File: src/rtl/core/swsr_pkg.sv
// Shared constants, types and codes for the strided window stretch receptor.
// No dependencies; imported by every module of the block.
package swsr_pkg;

	// frame and window geometry
	localparam int SEGMENTS   = 50;
	localparam int UNITS      = 10;
	localparam int WINDOW     = 6;
	localparam int STRIDE     = 4;
	localparam int STRIDE_LOG = 2;
	localparam int B_OFFSET   = 12;

	// segment positions (1-based) of the first and last window end per class
	localparam int A_FIRST = WINDOW;
	localparam int A_LAST  = WINDOW + STRIDE * (UNITS - 2);
	localparam int B_FIRST = B_OFFSET + WINDOW;
	localparam int B_LAST  = B_FIRST + STRIDE * (UNITS - 2);

	// field widths
	localparam int LEN_W  = 16;
	localparam int GAIN_W = 16;
	localparam int SUM_W  = 19;
	localparam int UNIT_W = 4;
	localparam int CNT_W  = 6;
	localparam int RESP_W = 32;

	// configuration register map
	localparam int CFG_IDX_W = 2;
	localparam logic [CFG_IDX_W-1:0] CFG_A_GAIN = 2'd0;
	localparam logic [CFG_IDX_W-1:0] CFG_B_GAIN = 2'd1;
	localparam logic [GAIN_W-1:0]    GAIN_RESET = 16'd256;

	// floor(x / 6) = (x * RECIP_SIX) >> RECIP_SHIFT, exact for x < 2^21
	localparam int               RECIP_SHIFT = 22;
	localparam int               RECIP_W     = 20;
	localparam logic [RECIP_W-1:0] RECIP_SIX = 20'd699051;
	localparam int               ROUND_BIAS  = WINDOW / 2;

	// job queue between front and back
	localparam int QDEPTH = 4;
	localparam int QPTR_W = 2;
	localparam int QCNT_W = 3;

	typedef enum logic {
		CLASS_A = 1'b0,
		CLASS_B = 1'b1
	} rclass_t;

	typedef struct packed {
		rclass_t            cls;
		logic [UNIT_W-1:0]  unit;
		logic               last;
	} meta_t;

	typedef struct packed {
		meta_t              meta;
		logic [SUM_W-1:0]   dsum;
		logic [SUM_W-1:0]   vsum;
		logic [GAIN_W-1:0]  gain;
	} job_t;

	// up to two jobs written per transfer; n is the number of valid jobs
	typedef struct packed {
		logic [1:0] n;
		job_t       job0;
		job_t       job1;
	} push_t;

	typedef struct packed {
		logic empty;
		logic room2;
	} qstat_t;

endpackage

File: src/rtl/core/swsr_front.sv
// Front end: gain registers, segment delay lines, running sums and window classification.
// Depends on swsr_pkg; feeds swsr_queue with up to two jobs per segment.
module swsr_front import swsr_pkg::*; (
	input  logic                  clk,
	input  logic                  arst_n,
	input  logic                  wr_en,
	input  logic [CFG_IDX_W-1:0]  wr_index,
	input  logic [GAIN_W-1:0]     wr_data,
	input  logic                  seg_valid,
	output logic                  seg_stall,
	input  logic [LEN_W-1:0]      dorsal_length,
	input  logic [LEN_W-1:0]      ventral_length,
	input  qstat_t                qstat,
	output push_t                 push
);

	logic [GAIN_W-1:0] a_gain_q, b_gain_q;
	logic [LEN_W-1:0]  dwin_q [WINDOW];
	logic [LEN_W-1:0]  vwin_q [WINDOW];
	logic [SUM_W-1:0]  dsum_q, vsum_q;
	logic [CNT_W-1:0]  cnt_q;

	logic              accept;
	logic [SUM_W-1:0]  dsum_new, vsum_new;
	logic [CNT_W-1:0]  s;
	logic              a_hit, b_hit;
	logic [UNIT_W-1:0] u_a, u_b;

	function automatic job_t mk_job(input rclass_t cls, input logic [UNIT_W-1:0] unit,
			input logic last, input logic [GAIN_W-1:0] gain,
			input logic [SUM_W-1:0] dsum, input logic [SUM_W-1:0] vsum);
		job_t j;
		j.meta.cls  = cls;
		j.meta.unit = unit;
		j.meta.last = last;
		j.dsum      = dsum;
		j.vsum      = vsum;
		j.gain      = gain;
		return j;
	endfunction

	assign seg_stall = !qstat.room2;
	assign accept    = seg_valid && qstat.room2;

	always_ff @(posedge clk or negedge arst_n) begin
		if (!arst_n) begin
			a_gain_q <= GAIN_RESET;
			b_gain_q <= GAIN_RESET;
		end else if (wr_en) begin
			case (wr_index)
				CFG_A_GAIN: a_gain_q <= wr_data;
				CFG_B_GAIN: b_gain_q <= wr_data;
				default: ;
			endcase
		end
	end

	// running sums: add the new length, drop the one falling off the window
	assign dsum_new = dsum_q + SUM_W'(dorsal_length) - SUM_W'(dwin_q[WINDOW-1]);
	assign vsum_new = vsum_q + SUM_W'(ventral_length) - SUM_W'(vwin_q[WINDOW-1]);

	always_ff @(posedge clk or negedge arst_n) begin
		if (!arst_n) begin
			for (int i = 0; i < WINDOW; i++) begin
				dwin_q[i] <= '0;
				vwin_q[i] <= '0;
			end
			dsum_q <= '0;
			vsum_q <= '0;
			cnt_q  <= '0;
		end else if (accept) begin
			dwin_q[0] <= dorsal_length;
			vwin_q[0] <= ventral_length;
			for (int i = 1; i < WINDOW; i++) begin
				dwin_q[i] <= dwin_q[i-1];
				vwin_q[i] <= vwin_q[i-1];
			end
			dsum_q <= dsum_new;
			vsum_q <= vsum_new;
			cnt_q  <= (cnt_q >= CNT_W'(SEGMENTS - 1)) ? '0 : cnt_q + CNT_W'(1);
		end
	end

	// s is the 1-based position of the newest segment in the frame
	assign s     = cnt_q + CNT_W'(1);
	assign a_hit = (s >= CNT_W'(A_FIRST)) && (s <= CNT_W'(A_LAST)) &&
	               (s[STRIDE_LOG-1:0] == STRIDE_LOG'(A_FIRST % STRIDE));
	assign b_hit = (s >= CNT_W'(B_FIRST)) && (s <= CNT_W'(B_LAST)) &&
	               (s[STRIDE_LOG-1:0] == STRIDE_LOG'(B_FIRST % STRIDE));
	assign u_a   = UNIT_W'((s - CNT_W'(A_FIRST)) >> STRIDE_LOG) + UNIT_W'(1);
	assign u_b   = UNIT_W'((s - CNT_W'(B_FIRST)) >> STRIDE_LOG);

	always_comb begin
		push      = '0;
		push.job0 = mk_job(CLASS_A, u_a, 1'b1, a_gain_q, dsum_new, vsum_new);
		push.job1 = mk_job(CLASS_B, u_b, 1'b1, b_gain_q, dsum_new, vsum_new);
		if (a_hit) begin
			if (s == CNT_W'(A_FIRST)) begin
				// head unit repeats the first class A unit, sent ahead of it
				push.job0 = mk_job(CLASS_A, '0, 1'b0, a_gain_q, dsum_new, vsum_new);
				push.job1 = mk_job(CLASS_A, u_a, 1'b1, a_gain_q, dsum_new, vsum_new);
				push.n    = 2'd2;
			end else if (b_hit) begin
				push.job0.meta.last = 1'b0;
				push.n              = 2'd2;
			end else begin
				push.n = 2'd1;
			end
		end else if (b_hit) begin
			push.job0 = mk_job(CLASS_B, u_b, 1'b1, b_gain_q, dsum_new, vsum_new);
			if (s == CNT_W'(B_LAST)) begin
				// tail unit repeats the last class B unit, sent after it
				push.job0.meta.last = 1'b0;
				push.job1 = mk_job(CLASS_B, UNIT_W'(UNITS - 1), 1'b1, b_gain_q,
				                   dsum_new, vsum_new);
				push.n    = 2'd2;
			end else begin
				push.n = 2'd1;
			end
		end
		if (!accept) begin
			push.n = 2'd0;
		end
	end

`ifndef ASSERT_OFF
	a_cnt_range: assert property (@(posedge clk) disable iff (!arst_n)
		cnt_q < CNT_W'(SEGMENTS))
		else $error("segment counter out of frame range");
	a_last_order: assert property (@(posedge clk) disable iff (!arst_n)
		push.n == 2'd2 |-> (push.job1.meta.last && !push.job0.meta.last))
		else $error("last_of_run not on the second job of a pair");
`endif

endmodule

File: src/rtl/core/swsr_queue.sv
// Four-entry job queue, front to back; up to two writes, one read per cycle.
// Depends on swsr_pkg.
module swsr_queue import swsr_pkg::*; (
	input  logic   clk,
	input  logic   arst_n,
	input  push_t  push,
	input  logic   pop,
	output job_t   head,
	output qstat_t qstat
);

	job_t              mem_q [QDEPTH];
	logic [QPTR_W-1:0] wr_ptr_q, rd_ptr_q;
	logic [QCNT_W-1:0] cnt_q;

	always_ff @(posedge clk) begin
		if (push.n != 2'd0) begin
			mem_q[wr_ptr_q] <= push.job0;
		end
		if (push.n == 2'd2) begin
			mem_q[wr_ptr_q + QPTR_W'(1)] <= push.job1;
		end
	end

	always_ff @(posedge clk or negedge arst_n) begin
		if (!arst_n) begin
			wr_ptr_q <= '0;
			rd_ptr_q <= '0;
			cnt_q    <= '0;
		end else begin
			wr_ptr_q <= wr_ptr_q + QPTR_W'(push.n);
			if (pop) begin
				rd_ptr_q <= rd_ptr_q + QPTR_W'(1);
			end
			cnt_q <= cnt_q + QCNT_W'(push.n) - QCNT_W'(pop);
		end
	end

	assign head        = mem_q[rd_ptr_q];
	assign qstat.empty = (cnt_q == '0);
	assign qstat.room2 = (cnt_q <= QCNT_W'(QDEPTH - 2));

`ifndef ASSERT_OFF
	a_no_overflow: assert property (@(posedge clk) disable iff (!arst_n)
		cnt_q <= QCNT_W'(QDEPTH))
		else $error("job queue overflow");
	a_pop_nonempty: assert property (@(posedge clk) disable iff (!arst_n)
		pop |-> cnt_q != '0)
		else $error("pop from empty job queue");
	a_push_room: assert property (@(posedge clk) disable iff (!arst_n)
		push.n != 2'd0 |-> cnt_q <= QCNT_W'(QDEPTH - 2))
		else $error("push without room for a pair");
`endif

endmodule

File: src/rtl/core/swsr_mean_scale.sv
// Five-stage datapath: round(sum * gain / 6), ties away from zero, saturated.
// Depends on swsr_pkg; one instance per length channel in swsr_back.
module swsr_mean_scale import swsr_pkg::*; (
	input  logic                     clk,
	input  logic                     en,
	input  logic [SUM_W-1:0]         sum,
	input  logic [GAIN_W-1:0]        gain,
	output logic signed [RESP_W-1:0] resp
);

	localparam int QS_W    = 16;
	localparam int T_W     = 18;
	localparam int SMALL_W = 15;
	localparam int BIG_W   = 32;
	localparam int P1_W    = SUM_W + RECIP_W;
	localparam int P2_W    = T_W + RECIP_W;

	// split sum = 6*qs + rs, then |gain*sum|/6 = qs*|g| + (rs*|g| + 3)/6
	logic [SUM_W-1:0]   sum_s1;
	logic [QS_W-1:0]    qs_s1;
	logic [GAIN_W-1:0]  gmag_s1, gmag_s2;
	logic               gneg_s1, gneg_s2, gneg_s3, gneg_s4;
	logic [2:0]         rs_s2;
	logic [BIG_W-1:0]   big_s2, big_s3, big_s4;
	logic [T_W-1:0]     t_s3;
	logic [SMALL_W-1:0] small_s4;

	logic [P1_W-1:0]    p1;
	logic [SUM_W-1:0]   rem;
	logic [P2_W-1:0]    p2;
	logic [BIG_W:0]     q;
	logic [RESP_W-1:0]  res;

	assign p1  = P1_W'(sum) * P1_W'(RECIP_SIX);
	assign rem = sum_s1 - SUM_W'(qs_s1) * SUM_W'(WINDOW);
	assign p2  = P2_W'(t_s3) * P2_W'(RECIP_SIX);
	assign q   = (BIG_W + 1)'(big_s4) + (BIG_W + 1)'(small_s4);

	always_comb begin
		if (gneg_s4) begin
			if (q > (BIG_W + 1)'(33'h0_8000_0000)) begin
				res = 32'h8000_0000;
			end else begin
				res = RESP_W'(~q + (BIG_W + 1)'(1));
			end
		end else if (q > (BIG_W + 1)'(33'h0_7FFF_FFFF)) begin
			res = 32'h7FFF_FFFF;
		end else begin
			res = RESP_W'(q);
		end
	end

	always_ff @(posedge clk) begin
		if (en) begin
			sum_s1   <= sum;
			qs_s1    <= p1[RECIP_SHIFT +: QS_W];
			gneg_s1  <= gain[GAIN_W-1];
			gmag_s1  <= gain[GAIN_W-1] ? (~gain + GAIN_W'(1)) : gain;

			rs_s2    <= rem[2:0];
			big_s2   <= BIG_W'(qs_s1) * BIG_W'(gmag_s1);
			gmag_s2  <= gmag_s1;
			gneg_s2  <= gneg_s1;

			t_s3     <= T_W'(rs_s2) * T_W'(gmag_s2) + T_W'(ROUND_BIAS);
			big_s3   <= big_s2;
			gneg_s3  <= gneg_s2;

			small_s4 <= p2[RECIP_SHIFT +: SMALL_W];
			big_s4   <= big_s3;
			gneg_s4  <= gneg_s3;

			resp     <= res;
		end
	end

endmodule

File: src/rtl/core/swsr_back.sv
// Back end: pops jobs, runs both channels through the scaling pipeline, output register.
// Depends on swsr_pkg and swsr_mean_scale.
module swsr_back import swsr_pkg::*; (
	input  logic                     clk,
	input  logic                     arst_n,
	input  job_t                     head,
	input  qstat_t                   qstat,
	output logic                     pop,
	output logic                     rsp_valid,
	input  logic                     rsp_stall,
	output logic                     receptor_class,
	output logic [UNIT_W-1:0]        unit_index,
	output logic signed [RESP_W-1:0] dorsal_response,
	output logic signed [RESP_W-1:0] ventral_response,
	output logic                     last_of_run
);

	logic  adv;
	logic  v_s1, v_s2, v_s3, v_s4, v_q;
	meta_t m_s1, m_s2, m_s3, m_s4, m_q;

	// whole pipeline moves together unless a held result blocks it
	assign adv = !v_q || !rsp_stall;
	assign pop = adv && !qstat.empty;

	always_ff @(posedge clk or negedge arst_n) begin
		if (!arst_n) begin
			v_s1 <= 1'b0;
			v_s2 <= 1'b0;
			v_s3 <= 1'b0;
			v_s4 <= 1'b0;
			v_q  <= 1'b0;
		end else if (adv) begin
			v_s1 <= pop;
			v_s2 <= v_s1;
			v_s3 <= v_s2;
			v_s4 <= v_s3;
			v_q  <= v_s4;
		end
	end

	always_ff @(posedge clk) begin
		if (adv) begin
			m_s1 <= head.meta;
			m_s2 <= m_s1;
			m_s3 <= m_s2;
			m_s4 <= m_s3;
			m_q  <= m_s4;
		end
	end

	swsr_mean_scale u_dorsal (
		.clk  (clk),
		.en   (adv),
		.sum  (head.dsum),
		.gain (head.gain),
		.resp (dorsal_response)
	);

	swsr_mean_scale u_ventral (
		.clk  (clk),
		.en   (adv),
		.sum  (head.vsum),
		.gain (head.gain),
		.resp (ventral_response)
	);

	assign rsp_valid      = v_q;
	assign receptor_class = m_q.cls;
	assign unit_index     = m_q.unit;
	assign last_of_run    = m_q.last;

`ifndef ASSERT_OFF
	a_pop_gated: assert property (@(posedge clk) disable iff (!arst_n)
		(v_q && rsp_stall) |-> !pop)
		else $error("job popped while output is held");
`endif

endmodule

File: src/rtl/core/strided_window_stretch_receptor_top.sv
// Strided window stretch receptor: each segment's jobs pass the job queue and the scaling pipeline.
// Throughput: one result transfer per cycle while rsp_stall is low, set by the
// single-issue scaling pipeline behind the job queue.
// Reset (arst_n, async, low): gains to 1.0, delay lines, sums and segment count to zero,
// job queue and pipeline emptied.
// Depends on swsr_pkg, swsr_front, swsr_queue, swsr_back.
module strided_window_stretch_receptor_top import swsr_pkg::*; (
	input  logic                     clk,
	input  logic                     arst_n,
	// configuration writes: index 0 class A gain, index 1 class B gain
	input  logic                     wr_en,
	input  logic [CFG_IDX_W-1:0]     wr_index,
	input  logic [GAIN_W-1:0]        wr_data,
	// segment channel
	input  logic                     seg_valid,
	output logic                     seg_stall,
	input  logic [LEN_W-1:0]         dorsal_length,
	input  logic [LEN_W-1:0]         ventral_length,
	// result channel
	output logic                     rsp_valid,
	input  logic                     rsp_stall,
	output logic                     receptor_class,
	output logic [UNIT_W-1:0]        unit_index,
	output logic signed [RESP_W-1:0] dorsal_response,
	output logic signed [RESP_W-1:0] ventral_response,
	output logic                     last_of_run
);

	// front -> queue: zero, one or two jobs per segment transfer
	push_t  push;
	// queue -> front/back: occupancy status
	qstat_t qstat;
	job_t   head;
	logic   pop;

	// Front: takes a segment only when the queue can hold a full pair of jobs,
	// so the result count per segment never needs to be known before transfer.
	swsr_front u_front (
		.clk            (clk),
		.arst_n         (arst_n),
		.wr_en          (wr_en),
		.wr_index       (wr_index),
		.wr_data        (wr_data),
		.seg_valid      (seg_valid),
		.seg_stall      (seg_stall),
		.dorsal_length  (dorsal_length),
		.ventral_length (ventral_length),
		.qstat          (qstat),
		.push           (push)
	);

	// Queue: decouples segment intake from result delivery.
	swsr_queue u_queue (
		.clk    (clk),
		.arst_n (arst_n),
		.push   (push),
		.pop    (pop),
		.head   (head),
		.qstat  (qstat)
	);

	// Back: one job per cycle through the scaling pipeline unless a held result stalls it;
	// the last stage is the output register and holds a valid result while rsp_stall is high.
	swsr_back u_back (
		.clk              (clk),
		.arst_n           (arst_n),
		.head             (head),
		.qstat            (qstat),
		.pop              (pop),
		.rsp_valid        (rsp_valid),
		.rsp_stall        (rsp_stall),
		.receptor_class   (receptor_class),
		.unit_index       (unit_index),
		.dorsal_response  (dorsal_response),
		.ventral_response (ventral_response),
		.last_of_run      (last_of_run)
	);

endmodule

File: config.mk
export PLATFORM = sky130hd
export DESIGN_NAME = strided_window_stretch_receptor_top
export DESIGN_NICKNAME = d
export VERILOG_FILES = /design/src/rtl/core/swsr_pkg.sv /design/src/rtl/core/swsr_front.sv /design/src/rtl/core/swsr_queue.sv /design/src/rtl/core/swsr_mean_scale.sv /design/src/rtl/core/swsr_back.sv /design/src/rtl/core/strided_window_stretch_receptor_top.sv
export SDC_FILE = /design/constraint.sdc
export NUM_CORES = 2
export LEC_CHECK = 0
export BUFFER_PORTS_ARGS = -buffer_cell sky130_fd_sc_hd__buf_2
export CORE_ASPECT_RATIO = 1.5
export CORE_UTILIZATION = 50
export DETAILED_ROUTE_END_ITERATION = 10
export GPL_TIMING_DRIVEN = 0
export PLACE_DENSITY = 0.66
export SLEW_MARGIN = 20
export SYNTH_ARGS = -nofsm -noshare
export SYNTH_HDL_FRONTEND = slang
export SYNTH_SLANG_ARGS = --single-unit
File: constraint.sdc
create_clock -name clk -period 13.8 [get_ports clk]
set_input_delay 1.38 -clock clk [delete_from_list [all_inputs] [get_ports clk]]
set_output_delay 1.38 -clock clk [all_outputs]
set_load 0.02 [all_outputs]
### Yosys cells after proc, flatten, opt, wreduce, memory -nomap -nowiden

Memories as Yosys holds them, arrays and structs flattened.
Index checks and enable logic that the tools add are counted.
W data, S select, Z words.

| storage, ports and cells | value |
|---|---|
| flip-flop bits (word level) | 712 |
| RAM bits | 240 |
| output and inout bits | 72 |
| logic and storage cells | 156 |
| memories | 1 |

Memory list:

| name | words | width | read ports | clocked after Yosys merged registers in | write ports | RTL line | source |
|---|---|---|---|---|---|---|---|
| u_queue.mem_q | 4 | 60 | 1 | 0 | 2 | swsr_queue.sv:12 | `job_t mem_q [QDEPTH];` |

| operators by class | value |
|---|---|
| add/sub/neg operators | 22 |
| multiply operators | 10 |
| order comparisons | 10 |
| equality and inequality tests | 5 |
| multiplexer cells | 24 |
| bitwise gates (word level) | 3 |
| reduce and logical (&&, ||, !) cells | 16 |

Operators by type and width:

| kind | count |
|---|---|
| $mux W122 | 2 |
| $mux W32 | 6 |
| $mul A19 B20 Y38 const B | 2 |
| $mul A18 B20 Y37 const B | 2 |
| $add A32 B15 Y33 | 2 |
| $gt A33 B31 Y1 const B | 2 |
| $gt A33 B32 Y1 const B | 2 |
| $add A32 B1 Y32 const B | 2 |
| $mul A16 B16 Y32 | 2 |
| $not A32 Y32 | 2 |
| $mux W60 | 1 |
| $mux W59 | 1 |
| $add A19 B16 Y19 | 2 |
| $sub A19 B16 Y19 | 2 |
| $add A18 B2 Y18 const B | 2 |
| $mul A3 B16 Y18 | 2 |
| $mul A16 B2 Y2 const B | 2 |
| $add A16 B1 Y16 const B | 1 |
| $not A16 Y16 | 1 |
| $mux W15 | 1 |
| $le A6 B6 Y1 const B | 2 |
| $mux W2 | 4 |
| $mux W1 | 7 |
| $add A6 B1 Y6 const B | 1 |
| other kinds (25) | 37 |

### Depth between registers and ports, before layout

| depth | value |
|---|---|
| depth after elaboration | 11 |
| depth in mapped cells | 29 |
| depth with buffers taken out | 25 |

### Hierarchy

A second synthesis with hierarchy kept.

| second synthesis, totals | value |
|---|---|
| cells, all modules | 7828 |
| area total of the unflattened synthesis | 84682.5 um^2 |

By module, submodules not included:

| module | instances | cells an instance | area an instance (um^2) | sequential area each (um^2) |
|---|---|---|---|---|
| swsr_mean_scale at u_back.u_dorsal | 1 | 2815 | 28852.7 | 6576.3 |
| swsr_mean_scale at u_back.u_ventral | 1 | 2751 | 28721.3 | 6576.3 |
| swsr_front | 1 | 1599 | 14036.0 | 6708.9 |
| swsr_queue | 1 | 620 | 11964.0 | 7382.1 |
| swsr_back | 1 | 43 | 1108.6 | 1026.0 |

### Worst setup path after synthesis

Ideal clock, no wire load.

| path | value |
|---|---|
| path kind | input port to flip-flop |
| start | in rsp_stall |
| end | reg u_queue.cnt_q[2] |
| setup time | 0.123 ns |
| arrival time | 12.656 ns |
| setup slack | 1.021 ns |
| stages | 9 |
| path buffers | 0 |
| path through | nand2_1 o31a_1 ha_1 inv_1 ha_1 inv_1 fa_1 xor2_1 xnor2_1 |

| on the way | value |
|---|---|
| word-level cells in the longest chain between the ends | 4 |

Ends and longest elaborated chain:

| item | RTL line | source |
|---|---|---|
| start, declared | strided_window_stretch_receptor_top.sv:21 | `input logic rsp_stall,` |
| $logic_not A1 Y1 | swsr_back.sv:23 | `assign adv = !v_q \|\| !rsp_stall;` |
| $logic_or A1 B1 Y1 | swsr_back.sv:23 |  |
| $logic_and A1 B1 Y1 | swsr_back.sv:24 | `assign pop = adv && !qstat.empty;` |
| named net pop | strided_window_stretch_receptor_top.sv:34 | `logic pop;` |
| $sub A3 B1 Y3 | swsr_queue.sv:35 | `cnt_q <= cnt_q + QCNT_W'(push.n) - QCNT_W'(pop);` |
| end signal, assigned | swsr_queue.sv:35 |  |
| end, declared | swsr_queue.sv:14 | `logic [QCNT_W-1:0] cnt_q;` |

The timed path passes the listed nets, and every way through them passes these cells.
A chain may end at the register's enable or synchronous reset.

### Final worst setup path

| path | value |
|---|---|
| start | reg u_queue.rd_ptr_q[1] |
| end | reg u_back.u_ventral.qs_s1[15], data pin |

| on the way | value |
|---|---|
| word-level cells in the longest chain between the ends | 2 |

Ends and longest elaborated chain:

| item | RTL line | source |
|---|---|---|
| start, declared | swsr_queue.sv:13 | `logic [QPTR_W-1:0] wr_ptr_q, rd_ptr_q;` |
| start signal, assigned | swsr_queue.sv:33 | `rd_ptr_q <= rd_ptr_q + QPTR_W'(1);` |
| $mem_v2 Z4 W60 | -- |  |
| $mul A19 B20 Y38 | swsr_mean_scale.sv:34 | `assign p1 = P1_W'(sum) * P1_W'(RECIP_SIX);` |
| named net u_back.u_ventral.p1[37] | swsr_mean_scale.sv:28 | `logic [P1_W-1:0] p1;` |
| end signal, assigned | swsr_mean_scale.sv:56 | `qs_s1 <= p1[RECIP_SHIFT +: QS_W];` |
| end, declared | swsr_mean_scale.sv:20 | `logic [QS_W-1:0] qs_s1;` |

The timed path passes the listed nets, and every way through them passes these cells.

==> flow_metrics.env <==
export IMPL_status="complete, no violations"
export IMPL_synth_adder_area_share=0.3424
export IMPL_startpoint_type="flop"
export IMPL_synth_mux_area_fraction=0.03278
export IMPL_synth_top_family_by_area="adder cells"
export IMPL_r2r_start="u_queue.rd_ptr_q[1]$_DFFE_PN0P_"
export IMPL_pre_cts_slack_ns=2.699
export IMPL_ff_latch_area_mm2=0.02715
export IMPL_cts_setup_buffers=0
export IMPL_top_register="u_queue.mem_q"
export IMPL_dr_pass1_iters=6
export IMPL_cp_arrival_ns=11.28
export IMPL_ys_seq_area_frac=0.3357
export IMPL_hold_class="flop to flop"
export IMPL_clk_path_buf_depth=3
export IMPL_root_buffer="clkbuf_16"
export IMPL_antenna_found_initial=5
export IMPL_post_cts_resized=0
export IMPL_hold_viol=0
export IMPL_synth_nets=9412
export IMPL_cts_hold_fix_buffers=0
export IMPL_rsz0062_at_grt="false"
export IMPL_drtIter0Drc=2558
export IMPL_synth_xor_area_share=0.03391
export IMPL_ys_flop_type="edfxtp_1"
export IMPL_async_reset_ff_frac=0.2941
export IMPL_slowest_stage="clkbuf_1"
export IMPL_ys_types=92
export IMPL_clock_sinks=952
export IMPL_pin_count=127
export IMPL_fmax_mhz=92.24
export IMPL_yosys_area_top_type_share=0.2480
export IMPL_fin_util=0.5459
export IMPL_max_slew_margin=0.2381
export IMPL_worst_pin_slew_ns=1.143
export IMPL_grt_pass1_wl_um=312300
export IMPL_place_hpwl_um=163400
export IMPL_fin_ws_ns=2.958
export IMPL_synth_area_leaders="edfxtp_1, fa_1, ha_1"
export IMPL_nFillCells=14020
export IMPL_critPathKind="flop to flop"
export IMPL_cap_violations=0
export IMPL_gr_total_overflow=0
export IMPL_netlist_instances=7653
export IMPL_track_usage=0.2502
export IMPL_finalSetupViolations=0
export IMPL_synth_warning_count=0
export IMPL_syn_to_final_growth_pct=8.395
export IMPL_worstHoldStart="u_back.u_ventral.big_s2[27]$_DFFE_PP_"
export IMPL_layout_drive_gt1_share=0.05820
export IMPL_wl_um=199300
export IMPL_crit_top_cell="fa_1"
export IMPL_multi_input_area_mm2=0.04787
export IMPL_grt_pass1_vias=58290
export IMPL_initial_utilization=0.5036
export IMPL_path_max_fanout=10
export IMPL_cts_buffers=95
export IMPL_crit_start="u_queue.rd_ptr_q[1]$_DFFE_PN0P_"
export IMPL_yosys_area_share_simple=0.1206
export IMPL_fp_row_count=180
export IMPL_io_buffers=126
export IMPL_synth_compound_area_frac=0.06213
export IMPL_timing_final_crit_share=0.7856
export IMPL_grt_max_degree=99
export IMPL_crit_path_end_kind="flop"
export IMPL_synth_top_area_cell="edfxtp_1"
export IMPL_path_clk_slew_ns=0.07
export IMPL_final_max_slew_viol_count=0
export IMPL_cts_tree="built"
export IMPL_coreArea_mm2=0.1606
export IMPL_skew_ns=0.05051
export IMPL_avgSynthCellArea_um2=10.57
export IMPL_r2r_slack_ns=2.96
export IMPL_gp_congestion=0.9528
export IMPL_cp_required_ns=14.24
export IMPL_nNetsFinal=9650
export IMPL_wl_per_cell_um=19.80
export IMPL_via_per_inst=5.381
export IMPL_drc_errors=0
export IMPL_syn_area_mm2=0.08087
export IMPL_die_width_um=330.4
export IMPL_finalCriticalPeriod_ns=10.84
export IMPL_insertion_delay_ns=0.76
export IMPL_die_area_mm2=0.1634
export IMPL_largest_reg_flops=240
export IMPL_synth_edf_count=668
export IMPL_synth_seq_cells=952
export IMPL_reg_top3="u_queue.mem_q: 240 flops, u_front.dwin_q: 96 flops, u_front.vwin_q: 96 flops"
export IMPL_critical_path_max_stage_delay_ns=0.72
export IMPL_vias=54170
export IMPL_htree_levels=3
export IMPL_ant_nets=0
export IMPL_die_y_um=494.6
-- logic make-up (layout without fill, tap and decap cells) --
kind of cell	after synthesis	in the layout
compound gates	776	776
flops	952	952
mux	184	184
fa+ha+maj	1704	1704
simple gates	2176	2176
xor+xnor	310	310
buf+inv	1551	1870
other cells	0	2
-- synth_stat cells, drive strengths merged (28+ instances only) --
library cell     n
inv           1316
nand2         1095
ha             856
fa             848
edfxtp         668
nor2           405
and2           281
dfrtp          278
xnor2          209
clkbuf         204
a21oi          199
o21ai          194
xor2            99
nand3           89
nor3            82
mux2i           77
a21o            75
mux4            60
mux2            47
nand4           40
and3            37
o21a            35
a211oi          31
a221oi          30
buf             30
o21bai          28
-- cells in the final DEF (no fill, tap or decap), types with 60 or more instances in the layout --
cell type     n
clkbuf_1    221
xor2_1       99
edfxtp_1    668
mux2i_1      77
xnor2_1     209
ha_1        856
nor3_1       81
dfrtp_1     278
nand2_1    1094
o21ai_0     192
inv_1      1312
clkbuf_16    97
fa_1        848
a21oi_1     198
nand3_1      89
mux4_2       60
and2_1      280
a21o_1       75
buf_2       139
nor2_1      404
-- metrics by stage --
step | std cells | setup TNS, ns | area (µm²) | hold WS, ns
detailed placement | 9887 | 0 | 84540 | 0.4045
CTS | 10070 | 0 | 87650 | 0.4044
floorplan | 7653 | 0 | 80870 | 0.4003
global route | 10070 | 0 | 87660 | 0.4096
global placement | 9872 | -745.31 | 84120 | 0.4015
finish | 10070 | 0 | 87660 | 0.4102
-- layer usage --
layer | track usage | vias up | share of wire
li1 | - | 25510 | -
met1 | 0.2470 | 26820 | 0.34
met4 | 0.1727 | 4 | 0.078
met3 | 0.02709 | 542 | 0.035
met2 | 0.4806 | 1299 | 0.55
met5 | 0 | - | 0.00013
-- area by class of cell --
cell class                      instances  share of cell area
Multi-Input combinational cell       5150              0.5461
Inverter                             1317             0.05651
Clock inverter                         57            0.006195
Buffer                                234             0.01051
Sequential cell                       952              0.3097
Timing Repair Buffer                  141             0.01176
Tap cell                             2093             0.02987
Antenna cell                            2          0.00005709
Clock buffer                          121             0.02929
-- critical path, delay by kind of cell, from the launching register on --
family | cells | cell delay (ns)
xor gates and xnor gates | 1 | 0.57
buffers and inverters | 9 | 3.56
AOI/OAI and AO/OA | 7 | 1.58
DFF | 1 | 0.32
muxes | 1 | 0.50
and+or+nand+nor | 3 | 0.36
adders and majority gates | 7 | 3.60
-- final timing paths --
path,endpoint,depth (start not counted)
min in group asynchronous,u_queue.wr_ptr_q[1]$_DFF_PN0_,1
hold reg to reg,u_back.u_ventral.big_s3[27]$_DFFE_PP_,0
setup reg to reg,u_back.u_ventral.qs_s1[15]$_DFFE_PP_,28
setup / recovery,u_back.u_ventral.qs_s1[15]$_DFFE_PP_,28
max in group asynchronous,u_front.vwin_q[41]$_DFFE_PN0P_,3
hold / removal,u_back.u_ventral.big_s3[27]$_DFFE_PP_,0
Power is not shown: default switching activity piles up to over one toggle a cycle in this logic, so the estimate is an artifact.
